`config.mk`:
```
export PLATFORM = sky130hd
export DESIGN_NAME = pixel_color_grade
export DESIGN_NICKNAME = d
export VERILOG_FILES = /design/src/sv/pcg_pkg.sv /design/src/sv/pixel_color_grade.sv /design/src/sv/pcg_pipe_ctrl.sv
export SDC_FILE = /design/constraint.sdc
export NUM_CORES = 2
export LEC_CHECK = 0
export BUFFER_PORTS_ARGS = -buffer_cell sky130_fd_sc_hd__buf_2
export CAP_MARGIN = 20
export CORE_MARGIN = 2
export CORE_UTILIZATION = 40
export CTS_CLUSTER_DIAMETER = 120
export DETAILED_ROUTE_END_ITERATION = 8
export GPL_ROUTABILITY_DRIVEN = 0
export HOLD_SLACK_MARGIN = 0.12
export PLACE_DENSITY = 0.6
export RECOVER_POWER = 50
export SYNTH_ARGS = -nofsm -noshare
export SYNTH_HDL_FRONTEND = slang
export SYNTH_SLANG_ARGS = --single-unit
export TNS_END_PERCENT = 10
```
`constraint.sdc`:
```
create_clock -name clk_i -period 12.8 [get_ports clk_i]
set_input_delay 0.64 -clock clk_i [delete_from_list [all_inputs] [get_ports clk_i]]
set_output_delay 0.64 -clock clk_i [all_outputs]
set_load 0.02 [all_outputs]
```
`src/sv/pcg_pkg.sv`:
```
// ----------------------------------------------------------------------------
// pcg_pkg: shared types and constants for the pixel color grade block
// Pixel beat structs, register indexes and fixed-point constants.
// ----------------------------------------------------------------------------
package pcg_pkg;

  typedef struct packed {
    logic [7:0] red_in;
    logic [7:0] green_in;
    logic [7:0] blue_in;
    logic [7:0] alpha_in;
  } in_pix_t;

  typedef struct packed {
    logic [7:0] red_out;
    logic [7:0] green_out;
    logic [7:0] blue_out;
    logic [7:0] alpha_out;
  } out_pix_t;

  // Configuration port.
  localparam int unsigned CfgAddrW = 2;
  localparam int unsigned CfgDataW = 10;

  localparam logic [CfgAddrW-1:0] RegBrightness = 2'd0;
  localparam logic [CfgAddrW-1:0] RegContrast   = 2'd1;
  localparam logic [CfgAddrW-1:0] RegSaturation = 2'd2;

  localparam logic [8:0] BrightnessReset = 9'd0;
  localparam logic [9:0] ContrastReset   = 10'd256;
  localparam logic [9:0] SaturationReset = 10'd256;

  // Pipeline depth: one register rank per entry.
  localparam int unsigned NumStages = 6;

  // Per-stage load enables handed from the controller to the datapath.
  typedef struct packed {
    logic [NumStages-1:0] load;
  } pipe_ctrl_t;

endpackage

```
`src/sv/pixel_color_grade.sv`:
```
// ----------------------------------------------------------------------------
// pixel_color_grade: brightness, contrast and saturation on RGBA8 pixels
// Each beat carries one pixel. Every color channel gets contrast about
// mid-grey, then the brightness offset, then a saturation mix toward Rec.601
// luma (Q8 weights 77/150/29); all intermediates are signed Q8, each product
// and the final result are rounded half up, and only the final result is
// clamped to 0..255. Alpha is copied. The datapath is a six-stage pipeline
// that takes one pixel per clock when the output side is ready. The luma
// stage holds three multiplies and their sum; the saturation multiply is
// 21x11. Each stage loads whenever it is empty, so the input keeps accepting
// beats while results wait at the output until the pipeline is full.
// Configuration writes take effect at once and are expected only while the
// pipeline is empty.
// ----------------------------------------------------------------------------
module pixel_color_grade (
  input  logic                                clk_i,
  input  logic                                rst_ni,
  // Pixel input channel.
  input  logic                                in_valid_i,
  output logic                                in_ready_o,
  input  pcg_pkg::in_pix_t                    in_pix_i,
  // Pixel output channel.
  output logic                                out_valid_o,
  input  logic                                out_ready_i,
  output pcg_pkg::out_pix_t                   out_pix_o,
  // Configuration write port.
  input  logic                                cfg_we_i,
  input  logic [pcg_pkg::CfgAddrW-1:0]        cfg_addr_i,
  input  logic [pcg_pkg::CfgDataW-1:0]        cfg_data_i
);

  // Mid-grey in Q8 and the luma weights, sized for the signed products.
  localparam logic signed [19:0] MidQ8 = 20'sd32640;
  localparam logic signed [17:0] MidQ8Wide = 18'sd32640;
  localparam logic signed [27:0] LumaR = 28'sd77;
  localparam logic signed [27:0] LumaG = 28'sd150;
  localparam logic signed [27:0] LumaB = 28'sd29;
  localparam logic signed [27:0] HalfLsb28 = 28'sd128;
  localparam logic signed [31:0] HalfLsb32 = 32'sd128;
  localparam logic signed [24:0] HalfLsb25 = 25'sd128;

  // --------------------------------------------------------------------------
  // Configuration registers.
  // --------------------------------------------------------------------------
  logic [8:0] bri_q;
  logic [9:0] con_q;
  logic [9:0] sat_q;

  always_ff @(posedge clk_i or negedge rst_ni) begin
    if (!rst_ni) begin
      bri_q <= pcg_pkg::BrightnessReset;
      con_q <= pcg_pkg::ContrastReset;
      sat_q <= pcg_pkg::SaturationReset;
    end else if (cfg_we_i) begin
      unique case (cfg_addr_i)
        pcg_pkg::RegBrightness: bri_q <= cfg_data_i[8:0];
        pcg_pkg::RegContrast:   con_q <= cfg_data_i;
        pcg_pkg::RegSaturation: sat_q <= cfg_data_i;
        default: ;
      endcase
    end
  end

  // --------------------------------------------------------------------------
  // Pipeline control.
  // --------------------------------------------------------------------------
  pcg_pkg::pipe_ctrl_t ctrl;

  pcg_pipe_ctrl u_ctrl (
    .clk_i       (clk_i),
    .rst_ni      (rst_ni),
    .in_valid_i  (in_valid_i),
    .in_ready_o  (in_ready_o),
    .out_valid_o (out_valid_o),
    .out_ready_i (out_ready_i),
    .ctrl_o      (ctrl)
  );

  // Alpha rides along through every stage.
  logic [7:0] alpha_q [pcg_pkg::NumStages];

  always_ff @(posedge clk_i) begin
    if (ctrl.load[0]) begin
      alpha_q[0] <= in_pix_i.alpha_in;
    end
    for (int k = 1; k < pcg_pkg::NumStages; k++) begin
      if (ctrl.load[k]) begin
        alpha_q[k] <= alpha_q[k-1];
      end
    end
  end

  logic [7:0] chan_in [3];
  assign chan_in[0] = in_pix_i.red_in;
  assign chan_in[1] = in_pix_i.green_in;
  assign chan_in[2] = in_pix_i.blue_in;

  // --------------------------------------------------------------------------
  // Stage 1: contrast product (c*256 - mid) * contrast_gain.
  // --------------------------------------------------------------------------
  logic signed [17:0] dev    [3];
  logic signed [10:0] con_s;
  logic signed [27:0] cprod_q [3];

  assign con_s = $signed({1'b0, con_q});

  always_comb begin
    for (int k = 0; k < 3; k++) begin
      dev[k] = $signed({2'b00, chan_in[k], 8'h00}) - MidQ8Wide;
    end
  end

  always_ff @(posedge clk_i) begin
    if (ctrl.load[0]) begin
      for (int k = 0; k < 3; k++) begin
        cprod_q[k] <= 28'(dev[k]) * 28'(con_s);
      end
    end
  end

  // --------------------------------------------------------------------------
  // Stage 2: round the contrast product, restore mid-grey, add brightness.
  // --------------------------------------------------------------------------
  logic signed [27:0] cround [3];
  logic signed [19:0] bri_q8;
  logic signed [19:0] x2_q   [3];

  assign bri_q8 = $signed({{3{bri_q[8]}}, bri_q, 8'h00});

  always_comb begin
    for (int k = 0; k < 3; k++) begin
      cround[k] = cprod_q[k] + HalfLsb28;
    end
  end

  always_ff @(posedge clk_i) begin
    if (ctrl.load[1]) begin
      for (int k = 0; k < 3; k++) begin
        x2_q[k] <= $signed(cround[k][27:8]) + MidQ8 + bri_q8;
      end
    end
  end

  // --------------------------------------------------------------------------
  // Stage 3: weighted luma sum, channels carried along.
  // --------------------------------------------------------------------------
  logic signed [27:0] lsum_q;
  logic signed [19:0] x3_q [3];

  always_ff @(posedge clk_i) begin
    if (ctrl.load[2]) begin
      lsum_q <= LumaR * 28'(x2_q[0]) + LumaG * 28'(x2_q[1]) + LumaB * 28'(x2_q[2]);
      x3_q   <= x2_q;
    end
  end

  // --------------------------------------------------------------------------
  // Stage 4: round luma and form each channel's distance from it.
  // --------------------------------------------------------------------------
  logic signed [27:0] lround;
  logic signed [19:0] luma;
  logic signed [19:0] y4_q;
  logic signed [20:0] diff_q [3];

  assign lround = lsum_q + HalfLsb28;
  assign luma   = $signed(lround[27:8]);

  always_ff @(posedge clk_i) begin
    if (ctrl.load[3]) begin
      y4_q <= luma;
      for (int k = 0; k < 3; k++) begin
        diff_q[k] <= $signed({x3_q[k][19], x3_q[k]}) - $signed({luma[19], luma});
      end
    end
  end

  // --------------------------------------------------------------------------
  // Stage 5: saturation product.
  // --------------------------------------------------------------------------
  logic signed [10:0] sat_s;
  logic signed [31:0] sprod_q [3];
  logic signed [19:0] y5_q;

  assign sat_s = $signed({1'b0, sat_q});

  always_ff @(posedge clk_i) begin
    if (ctrl.load[4]) begin
      y5_q <= y4_q;
      for (int k = 0; k < 3; k++) begin
        sprod_q[k] <= 32'(diff_q[k]) * 32'(sat_s);
      end
    end
  end

  // --------------------------------------------------------------------------
  // Stage 6: add luma back, round to a code and clamp into the output
  // register.
  // --------------------------------------------------------------------------
  logic signed [31:0] sround [3];
  logic signed [24:0] zsum   [3];
  logic signed [24:0] zround [3];
  logic signed [16:0] code   [3];
  logic [7:0]         clamped [3];
  logic [7:0]         res_q   [3];

  always_comb begin
    for (int k = 0; k < 3; k++) begin
      sround[k] = sprod_q[k] + HalfLsb32;
      zsum[k]   = $signed({{5{y5_q[19]}}, y5_q}) + $signed({sround[k][31], sround[k][31:8]});
      zround[k] = zsum[k] + HalfLsb25;
      code[k]   = $signed(zround[k][24:8]);
      if (code[k][16]) begin
        clamped[k] = 8'h00;
      end else if (code[k][15:8] != 8'h00) begin
        clamped[k] = 8'hFF;
      end else begin
        clamped[k] = code[k][7:0];
      end
    end
  end

  always_ff @(posedge clk_i) begin
    if (ctrl.load[5]) begin
      res_q <= clamped;
    end
  end

  assign out_pix_o.red_out   = res_q[0];
  assign out_pix_o.green_out = res_q[1];
  assign out_pix_o.blue_out  = res_q[2];
  assign out_pix_o.alpha_out = alpha_q[pcg_pkg::NumStages-1];

endmodule

```
`src/sv/pcg_pipe_ctrl.sv`:
```
// ----------------------------------------------------------------------------
// pcg_pipe_ctrl: valid and load control for the grading pipeline
// Tracks one valid bit per stage; a stage loads when it is empty or when the
// stage after it loads, so bubbles are squeezed out under backpressure.
// ----------------------------------------------------------------------------
module pcg_pipe_ctrl (
  input  logic               clk_i,
  input  logic               rst_ni,
  input  logic               in_valid_i,
  output logic               in_ready_o,
  output logic               out_valid_o,
  input  logic               out_ready_i,
  output pcg_pkg::pipe_ctrl_t ctrl_o
);

  logic [pcg_pkg::NumStages-1:0] valid_q, valid_d;
  logic [pcg_pkg::NumStages-1:0] load;

  always_comb begin
    load[pcg_pkg::NumStages-1] = !valid_q[pcg_pkg::NumStages-1] || out_ready_i;
    for (int k = pcg_pkg::NumStages - 2; k >= 0; k--) begin
      load[k] = !valid_q[k] || load[k+1];
    end
  end

  always_comb begin
    valid_d = valid_q;
    if (load[0]) begin
      valid_d[0] = in_valid_i;
    end
    for (int k = 1; k < pcg_pkg::NumStages; k++) begin
      if (load[k]) begin
        valid_d[k] = valid_q[k-1];
      end
    end
  end

  always_ff @(posedge clk_i or negedge rst_ni) begin
    if (!rst_ni) begin
      valid_q <= '0;
    end else begin
      valid_q <= valid_d;
    end
  end

  assign in_ready_o   = load[0];
  assign out_valid_o  = valid_q[pcg_pkg::NumStages-1];
  assign ctrl_o.load  = load;

endmodule

```
; ---- Yosys cells after proc, flatten, opt, wreduce, memory -nomap -nowiden
; Memories as Yosys holds them, arrays and structs flattened.
; Cells that the tools add are included.
[totals]
register_bits = 247
latchBits = 0
mem_bits_rw = 291
romBits = 0
in_bits = 49
out_inout_bits = 34
elab_cells = 97
n_memories = 4
[memory_table]
columns = name, depth, word_bits, rd, rd_clocked_by_memory_dff, write_ports, line
row1 = sprod_q, 3, 32, 3, 0, 3, pixel_color_grade.sv:181  ; logic signed [31:0] sprod_q [3];
row2 = cprod_q, 3, 28, 3, 0, 3, pixel_color_grade.sv:103  ; logic signed [27:0] cprod_q [3];
row3 = diff_q, 3, 21, 3, 0, 3, pixel_color_grade.sv:163  ; logic signed [20:0] diff_q [3];
row4 = alpha_q, 6, 8, 6, 0, 6, pixel_color_grade.sv:80  ; logic [7:0] alpha_q [pcg_pkg::NumStages];
[classes]
n_addsub = 27
mul = 9
div = 0
n_lt_le_gt_ge = 0
n_eq_ne = 2
n_shift = 0
mux = 15
bitwise = 0
n_reduce_logical = 19
[op_table]
columns = operator, count
row1 = "adder 28 x 9 -> 28 bit, second input constant", 4
row2 = "adder 32 x 9 -> 32 bit, second input constant", 3
row3 = multiplier 21 x 11 -> 32 bit, 3
row4 = multiplier 17 x 11 -> 28 bit, 3
row5 = adder 20 x 24 -> 25 bit, 3
row6 = "adder 25 x 9 -> 25 bit, second input constant", 3
row7 = subtractor 20 x 20 -> 21 bit, 3
row8 = "adder 20 x 16 -> 20 bit, second input constant", 3
row9 = adder 20 x 17 -> 20 bit, 3
row10 = "subtractor 16 x 15 -> 17 bit, second input constant", 3
row11 = adder 28 x 26 -> 28 bit, 1
row12 = adder 28 bit, 1
row13 = "multiplier 8 x 20 -> 28 bit, first input constant", 1
row14 = "multiplier 8 x 20 -> 27 bit, first input constant", 1
row15 = "multiplier 6 x 20 -> 26 bit, first input constant", 1
row16 = two-way mux 8 bit, 3
row17 = nonzero test 8 bit, 3
row18 = two-way mux 1 bit, 12
row19 = zero test 1 bit, 6
row20 = logical OR 1 bit, 6
row21 = AND reduction 2 bit, 3
row22 = "equality test 2 x 1 -> 1 bit, second input constant", 1
row23 = "equality test 2 bit, second input constant", 1
row24 = zero test 2 bit, 1

; ---- Depth between registers and ports, before layout
[logic_depth]
ltp_word = 9
mapped_depth = 37
ltp_nobuf = 37

; ---- Modules after synthesis
; From an unflattened synthesis, not the netlist that was laid out.
[hier_totals]
cells_unflattened = 6665
hier_area_um2 = 67815.0
[by_module_without_submodules]
columns = mod, n_inst, cells_each, area_per_inst_um2, seq_area_each_um2
row1 = pixel_color_grade, 1, 6644, 67558.5, 14301.2
row2 = pcg_pipe_ctrl, 1, 21, 256.5, 150.1

; ---- Least setup slack after synthesis
; Ideal clock, no wire load.
[synth_timing]
path_kind = register to register
start = register x2_q[27] (netlist name)
end = register lsum_q[27], data pin
setup_ns = 0.264
arrival_ns = 8.128
t_required_ns = 12.536
slack_ns = 4.408
stages_incl_launch_ff = 37
path_buffers = 0
period_less_slack_ns = 8.392
cell_sequence = edfxtp_1 > ha_1 > fa_1 > inv_1 > fa_1 > inv_1 > ha_1 > or3_1 > a211o_1 > a221oi_2 > o21ai_1 > o21a_1 > nor2_1 > o21bai_1 > a21oi_1 > xnor2_1 > ha_1 > inv_1 > fa_1 > inv_1 > fa_1 > inv_1 > fa_1 > inv_1 > fa_1 > inv_1 > fa_1 > inv_1 > ha_1 > nand4_1 > inv_1 > o2111ai_1 > nand3_1 > o2111ai_1 > o21ai_0 > a31oi_1 > xor2_1
[synth_via]
elab_chain_len = 3
[synth_lines]
columns = item, line
row1 = "start, declared", pixel_color_grade.sv:126  ; logic signed [19:0] x2_q [3];
row2 = "start signal, assigned by index", pixel_color_grade.sv:139  ; x2_q[k] <= $signed(cround[k][27:8]) + MidQ8 + bri_q8;
row3 = multiplier 8 x 20 -> 27 bit, pixel_color_grade.sv:152  ; lsum_q <= LumaR * 28'(x2_q[0]) + LumaG * 28'(x2_q[1]) + LumaB * 28'(x2_q[2]);
row4 = adder 28 bit, pixel_color_grade.sv:152
row5 = adder 28 x 26 -> 28 bit, pixel_color_grade.sv:152
row6 = "end signal, assigned", pixel_color_grade.sv:152
row7 = "end, declared", pixel_color_grade.sv:147  ; logic signed [27:0] lsum_q;
; Every way passes these cells.
; A chain may end at the register's enable or synchronous reset.

; ---- Final worst setup path
[layout_timing]
start = register x2_q[28] (netlist name)
end = register lsum_q[27], data pin
; Same word-level chain as after synthesis.

==> results.sh <==
export IMPL_die_area_mm2=0.172
export IMPL_cp_endpoint="lsum_q[27]"
export IMPL_cts_inserted_buffers=59
export IMPL_crit_top_cell="inv_1"
export IMPL_cpLargestDelayFamily="adder cells"
export IMPL_synth_area_top_cells="fa_1 (30%), edfxtp_1 (20%), ha_1 (16%)"
export IMPL_synth_top_area_cell="fa_1"
export IMPL_cts_sink_count=487
export IMPL_startpoint="x2_q[28]"
export IMPL_grt_max_degree=83
export IMPL_async_flop_share=0.0719
export IMPL_cts_setup_buffers=0
export IMPL_arrival_ns=9.59
export IMPL_synth_fa_ha_area_frac=0.457
export IMPL_clk_latency_ns=0.69
export IMPL_reg2reg_to="lsum_q[27]"
export IMPL_track_usage=0.175
export IMPL_max_stage_delay_ns=0.54
export IMPL_crit_slowest_cell="fa_1"
export IMPL_grt_pass1_wl_mm=244
export IMPL_crit_fanout=5
export IMPL_syn_inst=6585
export IMPL_die_x_um=414
export IMPL_fin_crit_sh=0.716
export IMPL_grt_overflow=0
export IMPL_syn_area_mm2=0.0674
export IMPL_wire_per_inst_um=16.5
export IMPL_status="complete, but fails checks"
export IMPL_synth_most_common_cell="inv_1"
export IMPL_ys_seq_area_frac=0.215
export IMPL_synth_compound_area_frac=0.0549
export IMPL_fin_nets=8498
export IMPL_drt_vias_per_instance=4.84
export IMPL_antenna_found_initial=8
export IMPL_dp_cells=8729
export IMPL_synth_edf_count=452
export IMPL_postSynthAreaPerCell_um2=10.2
export IMPL_hp_class="input pin to register"
export IMPL_ys_top_cells_by_count="inv_1 (1411), fa_1 (1015), ha_1 (838), nand2_1 (505), and2_1 (500)"
export IMPL_clk_path_buf_depth=3
export IMPL_critPathCaptureType="register"
export IMPL_clockRootBuffer="clkbuf_16"
export IMPL_path_depth=36
export IMPL_drc=0
export IMPL_stdcell_count=8850
export IMPL_worst_setup_path_start_kind="register"
export IMPL_drt_wl_total_mm=146
export IMPL_setup_viol=0
export IMPL_holdBufCountCts=10
export IMPL_hold_viol=0
export IMPL_drtIter0Drc=2001
export IMPL_yosys_warnings=0
export IMPL_fmax_mhz=109
export IMPL_rsz0062_at_grt="false"
export IMPL_synth_top_cell_area_share=0.302
export IMPL_drt_pass1_iter_count=5
export IMPL_synth_nets=8487
export IMPL_cap_violations=8
export IMPL_synthFlopType="edfxtp_1"
export IMPL_tightest_slew_ns=3.78
export IMPL_rows=150
export IMPL_grt_pass1_vias=46400
export IMPL_violations="max-capacitance violations, max-slew violations"
export IMPL_cp_required_ns=13.23
export IMPL_worst_setup_path_type="register to register"
export IMPL_finalClockSkew_ns=0.0520
export IMPL_clkTransAtPathRegs_ns=0.06
export IMPL_htreeDepth=2
export IMPL_drive_above_1_share=0.0336
export IMPL_synth_xor_area_frac=0.0575
export IMPL_ys_types=75
export IMPL_period_minus_slack_ns=9.16
export IMPL_r2r_slack_ns=3.64
export IMPL_r2r_cells=36
export IMPL_core_mm2=0.167
export IMPL_dpl_hpwl_mm=121
export IMPL_yosys_area_share_simple=0.124
export IMPL_syn2layout_area_growth_pct=7.20
export IMPL_muxShareOfSynthArea=0.00412
export IMPL_io_pins=83
export IMPL_fin_setup_tns_ns=0
export IMPL_ys_ff_latch=487
export IMPL_fp_dieH_um=414
export IMPL_cts_tree="yes"
export IMPL_synth_top_family_by_area="adder cells"
export IMPL_port_buffers=82
export IMPL_critical_path_buf_inv_count=9
export IMPL_initial_utilization=0.403
export IMPL_vias=42900
export IMPL_drv_slew=371
export IMPL_worstReg2RegStart="x2_q[28]"
export IMPL_relSlewSlack=-1.52
export IMPL_ant_nets=0
export IMPL_postCtsResizedCells=0
## flip-flops by register name, summed over array words and instances, names as in the netlist
signal	count
y5_q	20
bri_q	9
diff_q	63
sat_q	10
lsum_q	21
con_q	10
out_pix_o	24
cprod_q	61
x3_q	60
x2_q	60
alpha_q	48
sprod_q	75
u_ctrl.valid_q	6
y4_q	20
## per-stage QoR
stage                      util  hold slack (ns)  worst slack [ns]  area (µm²)
after floorplan               -            0.344              4.41       67400
after detailed placement  0.419            0.405              3.56       70100
after CTS                 0.432            0.243              3.55       72300
final                     0.432            0.292              3.64       72200
after global routing      0.432            0.289              3.10       72200
after global placement    0.419            0.402              3.67       70100
## cell usage in the layout (no fill, tap or decap), drive strengths merged, types with 61 or more instances in the layout
cell    Yosys  layout
a21o       78      78
a21oi     163     163
and2      500     500
and3       63      63
buf        51      67
clkbuf    117     109
edfxtp    452     452
fa       1015    1015
ha        838     838
inv      1411    1413
nand2     506     506
nand3      94      94
nor2      215     215
nor2b      61      61
nor3       61      61
o21ai     103     103
xnor2     307     307
xor2      135     135
## cell type report
type	count	area, µm²
fill	15900	95000
multi-input combinational	4519	47000
sequential	487	14500
inverter	1411	5300
tap	2204	2760
clock buffer	68	1530
timing repair buffer	118	642
clock inverter	41	533
antenna	2	5.00
## how the worst min path moves through the flow
stage                              from             to  slack, ns  depth (start not counted)
final                     cfg_data_i[2]       bri_q[2]       0.29                          3
after global routing      cfg_data_i[2]       bri_q[2]       0.29                          3
after CTS                 cfg_data_i[2]       bri_q[2]       0.24                          3
after detailed placement  alpha_q[0][5]  alpha_q[1][5]       0.40                          0
after global placement    alpha_q[4][7]  alpha_q[5][7]       0.40                          0
after floorplan                  rst_ni       bri_q[0]       0.34                          0
## routing by layer
metal | global-route usage | share of wire
met5 | 0 | 0.000089
met4 | 0.0535 | 0.033
met3 | 0.0184 | 0.035
met2 | 0.298 | 0.47
met1 | 0.235 | 0.46
## worst min-delay path, cell delays in order
cell and delay [ns]:
buf_2 0.16, nand2_1 0.07, o21ai_0 0.07
## cells by family after synthesis
| family | Yosys count |
|---|---|
| mux | 25 |
| simple gates | 1641 |
| xor+xnor | 442 |
| buf+inv | 1579 |
| flops | 487 |
| compound gates | 558 |
| fa+ha+maj | 1853 |
Power is left out: the tool's default activity adds up to more than one toggle a clock period on the data nets, which glitch-free logic cannot reach.
